## config.mk

```make
export PLATFORM = sky130hd
export DESIGN_NAME = round_robin_slice_scheduler
export DESIGN_NICKNAME = d
export VERILOG_FILES = /design/src/rtl/rrss_pkg.sv /design/src/rtl/round_robin_slice_scheduler.sv /design/src/rtl/rrss_ring.sv
export SDC_FILE = /design/constraint.sdc
export NUM_CORES = 1
export LEC_CHECK = 0
export BUFFER_PORTS_ARGS = -buffer_cell sky130_fd_sc_hd__buf_2
export CAP_MARGIN = 10
export CORE_AREA = 2 2 203 205
export CTS_BUF_LIST = sky130_fd_sc_hd__clkbuf_2
export CTS_CLUSTER_SIZE = 16
export DETAILED_ROUTE_END_ITERATION = 7
export DIE_AREA = 0 0 205 207
export GPL_ROUTABILITY_DRIVEN = 0
export PLACE_DENSITY_LB_ADDON = 0.08
export SYNTH_ARGS = -nofsm -noshare
export SYNTH_HDL_FRONTEND = slang
export SYNTH_SLANG_ARGS = --single-unit
```

## constraint.sdc

```tcl
create_clock -name clk -period 8.6 [get_ports clk]
set_clock_uncertainty 0.1 [all_clocks]
set_input_delay 0.43 -clock clk [delete_from_list [all_inputs] [get_ports clk]]
set_output_delay 0.43 -clock clk [all_outputs]
set_load 0.02 [all_outputs]
```

## src/rtl/rrss_pkg.sv

```systemverilog
// Shared constants, types and ring index helper for the round-robin slice scheduler.
package rrss_pkg;

  localparam int QUEUE_DEPTH = 16;
  localparam int IDX_W       = (QUEUE_DEPTH > 1) ? $clog2(QUEUE_DEPTH) : 1;
  localparam int CNT_W       = $clog2(QUEUE_DEPTH + 1);
  localparam int SUM_W       = CNT_W + 1;

  localparam int ID_W        = 16;
  localparam int DUR_W       = 16;
  localparam int ENTRY_W     = ID_W + DUR_W;
  localparam int QUANTUM_W   = 8;
  localparam int KIND_W      = 3;
  localparam int STATUS_W    = 3;

  localparam int IN_DATA_W   = DUR_W;
  localparam int OUT_DATA_W  = ((ID_W + DUR_W + CNT_W + 7) / 8) * 8;

  localparam logic [QUANTUM_W-1:0] QUANTUM_RST = QUANTUM_W'(2);
  localparam logic [ID_W-1:0]      ID_RST      = ID_W'(1);

  localparam logic [KIND_W-1:0] KIND_ADD   = 3'd0;
  localparam logic [KIND_W-1:0] KIND_SLICE = 3'd1;
  localparam logic [KIND_W-1:0] KIND_KILL  = 3'd2;
  localparam logic [KIND_W-1:0] KIND_BONUS = 3'd3;
  localparam logic [KIND_W-1:0] KIND_CLEAR = 3'd4;

  localparam logic [STATUS_W-1:0] ST_ADDED    = 3'd0;
  localparam logic [STATUS_W-1:0] ST_FULL     = 3'd1;
  localparam logic [STATUS_W-1:0] ST_ROTATED  = 3'd2;
  localparam logic [STATUS_W-1:0] ST_FINISHED = 3'd3;
  localparam logic [STATUS_W-1:0] ST_EMPTY    = 3'd4;
  localparam logic [STATUS_W-1:0] ST_KILLED   = 3'd5;
  localparam logic [STATUS_W-1:0] ST_CLEARED  = 3'd6;
  localparam logic [STATUS_W-1:0] ST_BONUS    = 3'd7;

  typedef struct packed {
    logic               en;
    logic [IDX_W-1:0]   addr;
    logic [ENTRY_W-1:0] data;
  } ring_wr_t;

  // base < depth and off <= depth, so one conditional subtract wraps the sum
  function automatic logic [IDX_W-1:0] slot_after(input logic [IDX_W-1:0] base,
                                                  input logic [CNT_W-1:0] off);
    logic [SUM_W-1:0] sum;
    logic [SUM_W-1:0] wrapped;
    sum = SUM_W'(base) + SUM_W'(off);
    if (sum >= SUM_W'(QUEUE_DEPTH)) begin
      wrapped = sum - SUM_W'(QUEUE_DEPTH);
    end else begin
      wrapped = sum;
    end
    return wrapped[IDX_W-1:0];
  endfunction

endpackage

```

## src/rtl/round_robin_slice_scheduler.sv

```systemverilog
// Round-robin time-slice scheduler over a ring of queued tasks.
//
//  Channel  Direction  Transfers
//  in_      slave      one command transaction (kind in tuser, duration in tdata)
//  out_     master     one result transaction (status in tuser)
//  cfg_     write      slice quantum register
//
//  One command per cycle while in_tready is high; the result appears in the cycle after acceptance.
//  Head read, charge subtract and tail write all sit in the single accept cycle.
//  in_tready drops only while a result is held by out_tready low.
//  Kinds 5 to 7 are accepted and produce no result.
//  Synchronous active-low reset; the ring contents are not cleared.
module round_robin_slice_scheduler (
  input  logic                               clk,
  input  logic                               rst_n,
  input  logic                               in_tvalid,
  output logic                               in_tready,
  input  logic [rrss_pkg::IN_DATA_W-1:0]     in_tdata,   // duration[15:0]
  input  logic [rrss_pkg::KIND_W-1:0]        in_tuser,   // kind[2:0]
  output logic                               out_tvalid,
  input  logic                               out_tready,
  output logic [rrss_pkg::OUT_DATA_W-1:0]    out_tdata,  // task_id, remaining, queue_count, pad
  output logic [rrss_pkg::STATUS_W-1:0]      out_tuser,  // status[2:0]
  input  logic                               cfg_wen,
  input  logic [rrss_pkg::QUANTUM_W-1:0]     cfg_wdata
);

  logic [rrss_pkg::IDX_W-1:0]     head_r, head_nxt;
  logic [rrss_pkg::CNT_W-1:0]     cnt_r, cnt_nxt;
  logic [rrss_pkg::ID_W-1:0]      next_id_r, next_id_nxt;
  logic                           bonus_r, bonus_nxt;
  logic [rrss_pkg::QUANTUM_W-1:0] quantum_r;
  logic                           out_valid_r;
  logic [rrss_pkg::STATUS_W-1:0]  status_r, status_nxt;
  logic [rrss_pkg::ID_W-1:0]      tid_r, tid_nxt;
  logic [rrss_pkg::DUR_W-1:0]     rem_r, rem_nxt;
  logic [rrss_pkg::CNT_W-1:0]     qcnt_r;

  rrss_pkg::ring_wr_t             ring_wr;
  logic [rrss_pkg::ENTRY_W-1:0]   head_entry;
  logic [rrss_pkg::IDX_W-1:0]     tail_idx;
  logic [rrss_pkg::IDX_W-1:0]     head_inc;
  logic [rrss_pkg::ID_W-1:0]      head_id;
  logic [rrss_pkg::DUR_W-1:0]     head_rem;
  logic [rrss_pkg::QUANTUM_W:0]   charge;
  logic [rrss_pkg::DUR_W-1:0]     charge_ext;
  logic                           in_acc;
  logic                           res_valid;

  rrss_ring u_ring (
    .clk     (clk),
    .wr      (ring_wr),
    .rd_addr (head_r),
    .rd_data (head_entry)
  );

  assign in_tready  = !out_valid_r || out_tready;
  assign in_acc     = in_tvalid && in_tready;

  assign tail_idx   = rrss_pkg::slot_after(head_r, cnt_r);
  assign head_inc   = rrss_pkg::slot_after(head_r, rrss_pkg::CNT_W'(1));
  assign head_id    = head_entry[rrss_pkg::ENTRY_W-1:rrss_pkg::DUR_W];
  assign head_rem   = head_entry[rrss_pkg::DUR_W-1:0];
  assign charge     = {1'b0, quantum_r} + (rrss_pkg::QUANTUM_W + 1)'(bonus_r);
  assign charge_ext = rrss_pkg::DUR_W'(charge);

  always_comb begin
    head_nxt     = head_r;
    cnt_nxt      = cnt_r;
    next_id_nxt  = next_id_r;
    bonus_nxt    = bonus_r;
    ring_wr      = '0;
    res_valid    = 1'b1;
    status_nxt   = rrss_pkg::ST_EMPTY;
    tid_nxt      = '0;
    rem_nxt      = '0;
    unique case (in_tuser)
      rrss_pkg::KIND_ADD: begin
        if (cnt_r >= rrss_pkg::CNT_W'(rrss_pkg::QUEUE_DEPTH)) begin
          status_nxt = rrss_pkg::ST_FULL;
        end else begin
          ring_wr.en   = 1'b1;
          ring_wr.addr = tail_idx;
          ring_wr.data = {next_id_r, in_tdata[rrss_pkg::DUR_W-1:0]};
          cnt_nxt      = cnt_r + rrss_pkg::CNT_W'(1);
          next_id_nxt  = next_id_r + rrss_pkg::ID_W'(1);
          status_nxt   = rrss_pkg::ST_ADDED;
          tid_nxt      = next_id_r;
          rem_nxt      = in_tdata[rrss_pkg::DUR_W-1:0];
        end
      end
      rrss_pkg::KIND_SLICE: begin
        if (cnt_r != '0) begin
          bonus_nxt = 1'b0;
          head_nxt  = head_inc;
          tid_nxt   = head_id;
          if (head_rem > charge_ext) begin
            ring_wr.en   = 1'b1;
            ring_wr.addr = tail_idx;
            ring_wr.data = {head_id, head_rem - charge_ext};
            status_nxt   = rrss_pkg::ST_ROTATED;
            rem_nxt      = head_rem - charge_ext;
          end else begin
            cnt_nxt    = cnt_r - rrss_pkg::CNT_W'(1);
            status_nxt = rrss_pkg::ST_FINISHED;
          end
        end
      end
      rrss_pkg::KIND_KILL: begin
        if (cnt_r != '0) begin
          head_nxt   = head_inc;
          cnt_nxt    = cnt_r - rrss_pkg::CNT_W'(1);
          status_nxt = rrss_pkg::ST_KILLED;
          tid_nxt    = head_id;
          rem_nxt    = head_rem;
        end
      end
      rrss_pkg::KIND_BONUS: begin
        bonus_nxt  = 1'b1;
        status_nxt = rrss_pkg::ST_BONUS;
      end
      rrss_pkg::KIND_CLEAR: begin
        head_nxt   = '0;
        cnt_nxt    = '0;
        status_nxt = rrss_pkg::ST_CLEARED;
      end
      default: begin
        res_valid = 1'b0;
      end
    endcase
    if (!in_acc) begin
      ring_wr.en = 1'b0;
    end
  end

  always_ff @(posedge clk) begin
    if (!rst_n) begin
      head_r      <= '0;
      cnt_r       <= '0;
      next_id_r   <= rrss_pkg::ID_RST;
      bonus_r     <= 1'b0;
      quantum_r   <= rrss_pkg::QUANTUM_RST;
      out_valid_r <= 1'b0;
    end else begin
      if (cfg_wen) begin
        quantum_r <= cfg_wdata;
      end
      if (in_acc) begin
        head_r    <= head_nxt;
        cnt_r     <= cnt_nxt;
        next_id_r <= next_id_nxt;
        bonus_r   <= bonus_nxt;
      end
      if (in_tready) begin
        out_valid_r <= in_acc && res_valid;
      end
    end
  end

  always_ff @(posedge clk) begin
    if (in_acc) begin
      status_r <= status_nxt;
      tid_r    <= tid_nxt;
      rem_r    <= rem_nxt;
      qcnt_r   <= cnt_nxt;
    end
  end

  assign out_tvalid = out_valid_r;
  assign out_tuser  = status_r;
  assign out_tdata  = rrss_pkg::OUT_DATA_W'({qcnt_r, rem_r, tid_r});

  a_cnt_bound: assert property (@(posedge clk) disable iff (!rst_n)
    cnt_r <= rrss_pkg::CNT_W'(rrss_pkg::QUEUE_DEPTH))
    else $error("task count beyond queue depth");

  a_finished_zero: assert property (@(posedge clk) disable iff (!rst_n)
    out_valid_r && status_r == rrss_pkg::ST_FINISHED |-> rem_r == '0)
    else $error("finished task reported with remaining duration");

  a_clear_empties: assert property (@(posedge clk) disable iff (!rst_n)
    in_acc && in_tuser == rrss_pkg::KIND_CLEAR |=> cnt_r == '0 && head_r == '0)
    else $error("clear left tasks queued");

  a_empty_no_id: assert property (@(posedge clk) disable iff (!rst_n)
    out_valid_r && status_r == rrss_pkg::ST_EMPTY |-> tid_r == '0 && qcnt_r == '0)
    else $error("empty result carries a task");

endmodule

```

## src/rtl/rrss_ring.sv

```systemverilog
// Task ring storage: one write port at the tail, one read port at the head.
module rrss_ring (
  input  logic                          clk,
  input  rrss_pkg::ring_wr_t            wr,
  input  logic [rrss_pkg::IDX_W-1:0]    rd_addr,
  output logic [rrss_pkg::ENTRY_W-1:0]  rd_data
);

  logic [rrss_pkg::ENTRY_W-1:0] ring_r [rrss_pkg::QUEUE_DEPTH];

  always_ff @(posedge clk) begin
    if (wr.en) begin
      ring_r[wr.addr] <= wr.data;
    end
  end

  assign rd_data = ring_r[rd_addr];

endmodule
```

# == After elaboration in Yosys (flattened, before gate mapping) ==
# Memory sizes are Yosys's and may differ from the RTL's. A register that Yosys moved wholly into a read port is not among the register bits.
# Cells that the tools add are included.
# classes
add_sub_neg,9
eq_ne,6
bitwise,1
reduce_logical,13
order_cmp,4
mux,34
# op_table
op,count
2-to-1 mux 37 bit,3
2-to-1 mux 16 bit,6
one-hot mux 37 bit (2 select lines),1
one-hot mux 16 bit (3 select lines),1
one-hot mux 16 bit (2 select lines),1
2-to-1 mux 4 bit,5
2-to-1 mux 5 bit,4
one-hot mux 5 bit (4 select lines),1
"adder 16 x 1 -> 16 bit, second input constant",1
greater-than comparator 16 x 9 -> 1 bit,1
subtractor 16 x 9 -> 16 bit,1
one-hot mux 3 bit (5 select lines),1
"greater-or-equal comparator 5 bit, second input constant",2
adder 8 x 1 -> 9 bit,1
AND reduction 3 bit,3
2-to-1 mux 1 bit,8
one-hot mux 4 bit (2 select lines),1
"subtractor 4 x 1 -> 4 bit, second input constant",2
adder 4 x 5 -> 6 bit,1
"equality test 3 x 2 -> 1 bit, second input constant",2
"greater-or-equal comparator 6 x 5 -> 1 bit, second input constant",1
"adder 4 x 1 -> 5 bit, second input constant",1
"adder 5 x 1 -> 5 bit, second input constant",1
nonzero test 5 bit,1
15 further kinds,17
# word_totals
n_memories,1
word_cells,78
in_bits,32
ram_bits,512
regBits,75
# mem_list
memory,words,width,rd,rd_clocked_by_memory_dff,wr,line,rtl
u_ring.ring_r,16,32,1,1,1,rrss_ring.sv:9,logic [rrss_pkg::ENTRY_W-1:0] ring_r [rrss_pkg::QUEUE_DEPTH];

# == Depth between registers and ports, before layout ==
# Gate-level depths: netlist of run 1.
# logic_depth
word_depth,9
ltp_mapped,19
depth_no_buf,14

# == Hierarchy ==
# A second synthesis of run 1 with hierarchy kept.
# hier_totals
hier_cells,1336
hier_area_um2,24090.6
# modules_own_cells
mod,area_each_um2,instances,cells_each
rrss_ring,19194.7,1,806
round_robin_slice_scheduler,4895.9,1,530

# == Least setup slack after synthesis of run 1 ==
# No wires, ideal clock.
# synth_path
path_kind,register -> register
startpoint,register (tool-made name)
endpoint,"memory u_ring.ring_r[6][0] (netlist name), enable pin"
period_less_slack_ns,6.080
path_stages_with_launch,16
slack_ns,2.520
n_path_buf,4
t_required_ns,8.079
t_arrival_ns,5.559
cell_sequence,dfxtp_1 buf_2 buf_2 clkbuf_1 buf_2 mux4_2 mux4_2 ha_1 a211oi_1 nor2_1 o41ai_1 o21bai_1 o31ai_2 nand2b_1 nand4b_1 nor2_1
# synth_lines
element,line
end: declaration,rrss_ring.sv:9

==> flow_summary_export.csv, run 1 <==
group,metric,value,unit
run_status,outcome,"finished clean",
synthesis,post-synth-top-area-cell,"edfxtp_1",
cells_and_area,fin_nets,1532,
detailed_routing,post_drt_wl_per_cell,25.9,um
sta,setup_ws,2.66,ns
clock_network,clk_pin_slew,0.11,ns
global_routing,first_global_vias,13400,
sta,setup_tns,0,ns
synthesis,yosys_warnings,0,
global_routing,gr-usage-met1,38.6,%
critical_path,r2r_end,"u_ring.ring_r[12][20]",
floorplan,die_w,205,um
sta,slew_headroom,21.2,%
clock_network,root_buffer,"clkbuf_2",
critical_path,r2r_setup_slack,2.66,ns
min_path,min_to,"u_ring.ring_r[2][10]",
sta,setup_violations,0,
cells_and_area,area_delta_synth_final,11.8,%
critical_path,crit_path_end_kind,"flip-flop",
synthesis,synth_edf_count,552,
clock_network,cts_tree,"yes",
synthesis,synth_top_area_share,69.2,%
critical_path,criticalPathCategory,"flip-flop to flip-flop",
global_routing,antenna_found_initial,2,
floorplan,die_height,207,um
power_and_ir_drop,p_leak,9.12,nW
detailed_routing,via_count,13100,
global_routing,grt_pass1_wl,81.8,mm
min_path,min_from,"in_tdata[10]",
power_and_ir_drop,irDropWorstVdd,0.116,mV
global_routing,grt_use_met2,41.3,%
sta,hold_viol_final,0,
clock_network,cts_num_sinks,591,
critical_path,startpoint_type,"flip-flop",
cells_and_area,design_area,26800,um^2
cells_and_area,fill_cells,2797,
cells_and_area,drive_above_1_share,32.6,%
sta,rsz0062_at_grt,"false",
global_routing,grt.met3_usage,5.35,%
synthesis,synth-main-ff-cell,"edfxtp_1",
global_routing,overflow,0,
min_path,hp-class,"input pin to flip-flop",
flow_run,cap_violations,0,
place,portBuffers,73,
place,dp_worst_setup_slack,2.65,ns
power_and_ir_drop,cellPowerDensity,193,nW/um^2
floorplan,core,40400,um^2
sta,finalCritPeriodShare,69.0,%
detailed_routing,wl,54.8,mm
synthesis,yosys.cell_count.top_type,"edfxtp_1",
floorplan,ioPinCount,77,
clock_network,htree_levels,4,
sta,min_period,5.94,ns
critical_path,worstPathRequired,9.15,ns
global_routing,busiest_layer,"met2",
place,place_inst,1823,
global_routing,grt_max_degree,66,
sta,maxSlewViolCount,0,
detailed_routing,drc,0,
min_path,holdPathStages,2,
clock_network,postCtsSetupBuffers,0,
synthesis,ys_seq_elements,591,
power_and_ir_drop,power.total,5.16,mW
floorplan,start_util,59.3,%
detailed_routing,drt_iter0_markers,1580,
floorplan,die_area,42400,um^2
clock_network,clk_latency,1.04,ns
critical_path,r2r_cells,12,
synthesis,synth_area_leaders,"edfxtp_1 (69%), mux4_2 (14%), dfxtp_1 (3.3%), a22o_1 (1.4%), xnor2_1 (1.1%)",
critical_path,crit_fanout,49,
clock_network,cts_resized,0,
synthesis,syn-mean-instance-area,19.2,um^2
synthesis,synth_common_cells,"edfxtp_1 (552), mux4_2 (153), nand2_1 (59)",
sta,fin_hold_ws,0.101,ns
cells_and_area,final_core_util,66.3,%
detailed_routing,vias_per_cell,6.19,
global_routing,grtUsageTotal,26.6,%
floorplan,row_count,74,
detailed_routing,dr.pass1.iters,6,
detailed_routing,ant_nets,0,
synthesis,synthesis.area,23900,um^2
synthesis,ys_seq_area_share,72.5,%
critical_path,arrival,6.48,ns
synthesis,netlist_instances,1250,
place,hpwl,32.2,mm
clock_network,clk_path_buf_depth,3,
synthesis,synthArstFlopShare,0,%
synthesis,ys_types,62,
sta,max_freq,0.168,GHz
place,place_area,25100,um^2
sta,tightest_slew,1.17,ns
clock_network,cts_made_buffers,145,
cells_and_area,final_cells,2111,
## power by group
| group | switching (mW) | internal [mW] | leakage [nW] | total (mW) |
|---|---|---|---|---|
| Sequential | 0.0151 | 3.15 | 5.55 | 3.16 |
| Combinational | 0.156 | 0.0975 | 2.61 | 0.254 |
| Clock | 1.06 | 0.686 | 0.964 | 1.75 |
| Total | 1.23 | 3.93 | 9.12 | 5.16 |
## flip-flops by register name, indices dropped and copies added (netlist names), named ones only
signal         count
rem_r             16
out_tuser          3
bonus_r            1
quantum_r          8
tid_r             16
head_r             4
cnt_r              5
u_ring.ring_r    512
qcnt_r             5
next_id_r         16
out_tvalid         1
## area by class of cell
class / instances / area [um^2] / area share, %
sequential: 591 / 17400 / 64.9
multi-input combinational: 578 / 6370 / 23.8
clock buffer: 213 / 1070 / 3.98
timing repair buffer: 145 / 1060 / 3.96
tap: 532 / 666 / 2.49
clock inverter: 33 / 168 / 0.626
inverter: 18 / 67.6 / 0.252
antenna: 1 / 2.50 / 0.00935
## metal layers
metal  vias up  share of wire (%)
li1       5664                  -
met1      6681                 42
met2       647                 48
met3        83                8.2
met4         0                2.2
met5         -                  0
## placed cells by master (no fill, tap or decap), drive strengths merged, types with 9 or more instances in the layout
cell,synthesis,routed
clkbuf,43,213
ha,19,19
buf,22,104
xnor2,29,29
nor2b,16,16
mux4,153,153
inv,18,24
nand3,38,38
mux2i,10,10
edfxtp,552,552
o21ai,29,29
and2,14,14
xor2,9,9
nand2,59,59
nor2,39,39
a22o,37,37
dfxtp,39,39
dlygate4sd3,0,41
a21oi,24,24
a21o,15,15
clkinv,0,22
## critical path, stage by stage, from the launching register on
cell and delay [ns]:
dfxtp_4 0.99, mux4_2 0.64, mux4_2 0.52, ha_1 0.39, o21ai_0 0.11, nor2_1 0.24, o41ai_1 0.12, o21bai_1 0.52
o31ai_2 0.17, nand2b_1 0.20, nand4_1 0.42, nor2_4 0.62, buf_4 0.47
## worst max-delay path by stage
stage / from / end / depth (start not counted)
2_1_floorplan: flip-flop / u_ring.ring_r[6][0] / 15
3_3_place_gp: flip-flop / u_ring.ring_r[4][16] / 11
3_5_place_dp: flip-flop / u_ring.ring_r[13][21] / 12
4_1_cts: flip-flop / u_ring.ring_r[13][10] / 12
5_1_grt: flip-flop / u_ring.ring_r[12][2] / 12
6_report: flip-flop / u_ring.ring_r[12][20] / 12
## repair_timing
item,4_1_cts,5_1_grt
setup endpoints to repair,0,0
endpoints found under the hold margin,118,17
hold buffers,40,1
## kinds of logic (layout without fill, tap and decap cells)
group	count (synthesis)	after routing	synth area share, %
buffers and inverters	83	409	1.47
flip-flops	591	591	72.5
multiplexers	163	163	14.8
XOR/XNOR	38	38	1.39
other	1	4	0.0157
adder cells (fa/ha/maj)	21	21	1.16
AND/OR/NAND/NOR	204	204	4.23
AO/OA/AOI/OAI	149	149	4.41
No activity file was read; power rests on OpenSTA's default activity.
==> run 2, diff against run 1 <==
==> constraint.sdc (replaced) <==
create_clock -name clk -period 6.2 [get_ports clk]
set_clock_uncertainty 0.1 [all_clocks]
set_input_delay 0.31 -clock clk [delete_from_list [all_inputs] [get_ports clk]]
set_output_delay 0.31 -clock clk [all_outputs]
set_load 0.02 [all_outputs]
==> run 2 against run 1 <==
  * Sequential cell count did not move
  * Combinational power rose by 45%
  * Non-clock buffer count rose by 32
  * Routed wire length rose by 3.6%
  * Utilization rose by 0.88 points
  * Critical path type unchanged
==> flow_summary_export.csv, run 2 (same netlist as run 1, synthesis figures left out) <==
group,metric,value,unit
clock_network,root_buffer,"clkbuf_2",
floorplan,ioPinCount,77,
detailed_routing,drc,0,
place,hpwl,32.0,mm
place,portBuffers,73,
sta,setup_tns,0,ns
clock_network,cts_num_sinks,591,
place,place_inst,1827,
critical_path,crit_path_end_kind,"flip-flop",
critical_path,path_cells,"buf_12, mux4_2, mux4_2, ha_1, o21ai_0, nor2_1, o41ai_1, o21bai_1, o31ai_2, nand2b_1, nand3_1, nor2_4, buf_4",
detailed_routing,drt_iter0_markers,1587,
sta,maxSlewViolCount,0,
global_routing,overflow,0,
floorplan,core,40400,um^2
sta,max_freq,0.181,GHz
critical_path,arrival,6.14,ns
detailed_routing,post_drt_wl_per_cell,26.3,um
clock_network,htree_levels,4,
critical_path,slowest_stage,"nor2_4",
sta,rsz0062_at_grt,"false",
sta,tightest_slew,1.25,ns
power_and_ir_drop,p_leak,9.30,nW
cells_and_area,largest_reg_flops,512,
power_and_ir_drop,cellPowerDensity,269,nW/um^2
cells_and_area,fin_nets,1565,
cells_and_area,area_delta_synth_final,13.3,%
detailed_routing,vias_per_cell,6.18,
place,dp_worst_setup_slack,0.694,ns
floorplan,start_util,59.3,%
clock_network,cts_hold_buf,67,
power_and_ir_drop,power.total,7.28,mW
global_routing,first_global_vias,13800,
cells_and_area,final_common_cell,"edfxtp_1",
clock_network,clk_path_buf_depth,3,
detailed_routing,wl,56.8,mm
min_path,hp-class,"input pin to flip-flop",
sta,finalCritPeriodShare,89.1,%
detailed_routing,via_count,13400,
floorplan,die_height,207,um
global_routing,grt_max_degree,45,
sta,min_period,5.52,ns
clock_network,cts_resized,0,
detailed_routing,dr.pass1.iters,5,
sta,setup_ws,0.677,ns
critical_path,worstPathRequired,6.82,ns
global_routing,grt_pass1_wl,84.3,mm
min_path,min_from,"in_tdata[9]",
critical_path,max_stage_delay,0.76,ns
sta,slew_headroom,16.2,%
critical_path,crit_fanout,23,
global_routing,grtUsageTotal,27.5,%
cells_and_area,largest_register,"u_ring.ring_r",
global_routing,antenna_found_initial,1,
sta,setup_violations,0,
clock_network,postCtsSetupBuffers,0,
detailed_routing,ant_nets,0,
floorplan,die_area,42400,um^2
cells_and_area,drive_above_1_share,32.2,%
sta,hold_viol_final,0,
clock_network,cts_made_buffers,146,
cells_and_area,final_cells,2161,
critical_path,startpoint_type,"flip-flop",
critical_path,cpMostUsedCell,"mux4_2",
floorplan,die_w,205,um
clock_network,clk_latency,1.09,ns
flow_run,cap_violations,0,
clock_network,cts_tree,"yes",
run_status,outcome,"finished clean",
critical_path,criticalPathCategory,"flip-flop to flip-flop",
power_and_ir_drop,irDropWorstVdd,0.138,mV
clock_network,clk_pin_slew,0.10,ns
floorplan,row_count,74,
cells_and_area,final_cell_mix,"edfxtp_1 (552), clkbuf_2 (215), mux4_2 (153)",
-- run 2: cell count changes in the layout (fill, tap and decap cells not counted), moves of 2 or more --
cell           change
buf_16             -2
dlygate4sd3_1     +26
buf_4              +8
clkbuf_2           +2
clkinv_1          +13
clkinv_2           +3
clkinvlp_4         -2
-- run 2: where the power goes --
part | internal [mW] | total (mW) | switching, mW
sequential | 4.36 | 4.38 | 0.0175
combinational | 0.147 | 0.368 | 0.221
clock | 1.01 | 2.54 | 1.52
total | 5.52 | 7.28 | 1.76
-- run 2: metrics by stage --
step                utilization (%)  hold slack (ns)  area [um^2]
floorplan                         -            0.339        23900
finish                         67.2            0.182        27100
global route                   67.2            0.119        27100
global placement               62.2            0.416        25100
detailed placement             62.2            0.425        25100
CTS                            67.1           0.0760        27100
-- run 2: cell type report --
cell class              instances  area [um^2]
multi-input cells             578         6360
clock inverters                49          250
flip-flops and latches        591        17400
fillers                      2773        13200
well taps                     532          666
inverters                      18         67.6
repair buffers                177         1330
diodes                          1         2.50
clock buffers                 215         1080
-- run 2: metal layers --
| layer | share of wire [%] | vias to the layer above | wire, um | GRT usage [%] |
|---|---|---|---|---|
| met5 | 0 | - | 0 | 0 |
| met4 | 2.0 | 0 | 1130 | 9.01 |
| met3 | 7.6 | 92 | 4330 | 4.78 |
| met2 | 49 | 635 | 27500 | 43.0 |
| met1 | 42 | 6898 | 23800 | 40.1 |
| li1 | - | 5738 | - | - |
-- run 2: final timing paths --
check | end | slack, ns | depth (start not counted)
worst max-delay path | u_ring.ring_r[1][3] | 0.68 | 13
worst min register to register | next_id_r[5] | 0.45 | 2
worst max register to register | u_ring.ring_r[1][3] | 0.68 | 13
worst min-delay path | rem_r[9] | 0.18 | 5
-- run 2: worst max-delay path: cells and delay by family, from the launching register on --
kind	cells	cell delay (ns)
muxes	2	1.05
DFF	1	0.51
and+or+nand+nor	4	1.58
adders and majority gates	1	0.38
buffers and inverters	2	0.71
AOI/OAI and AO/OA	4	0.84
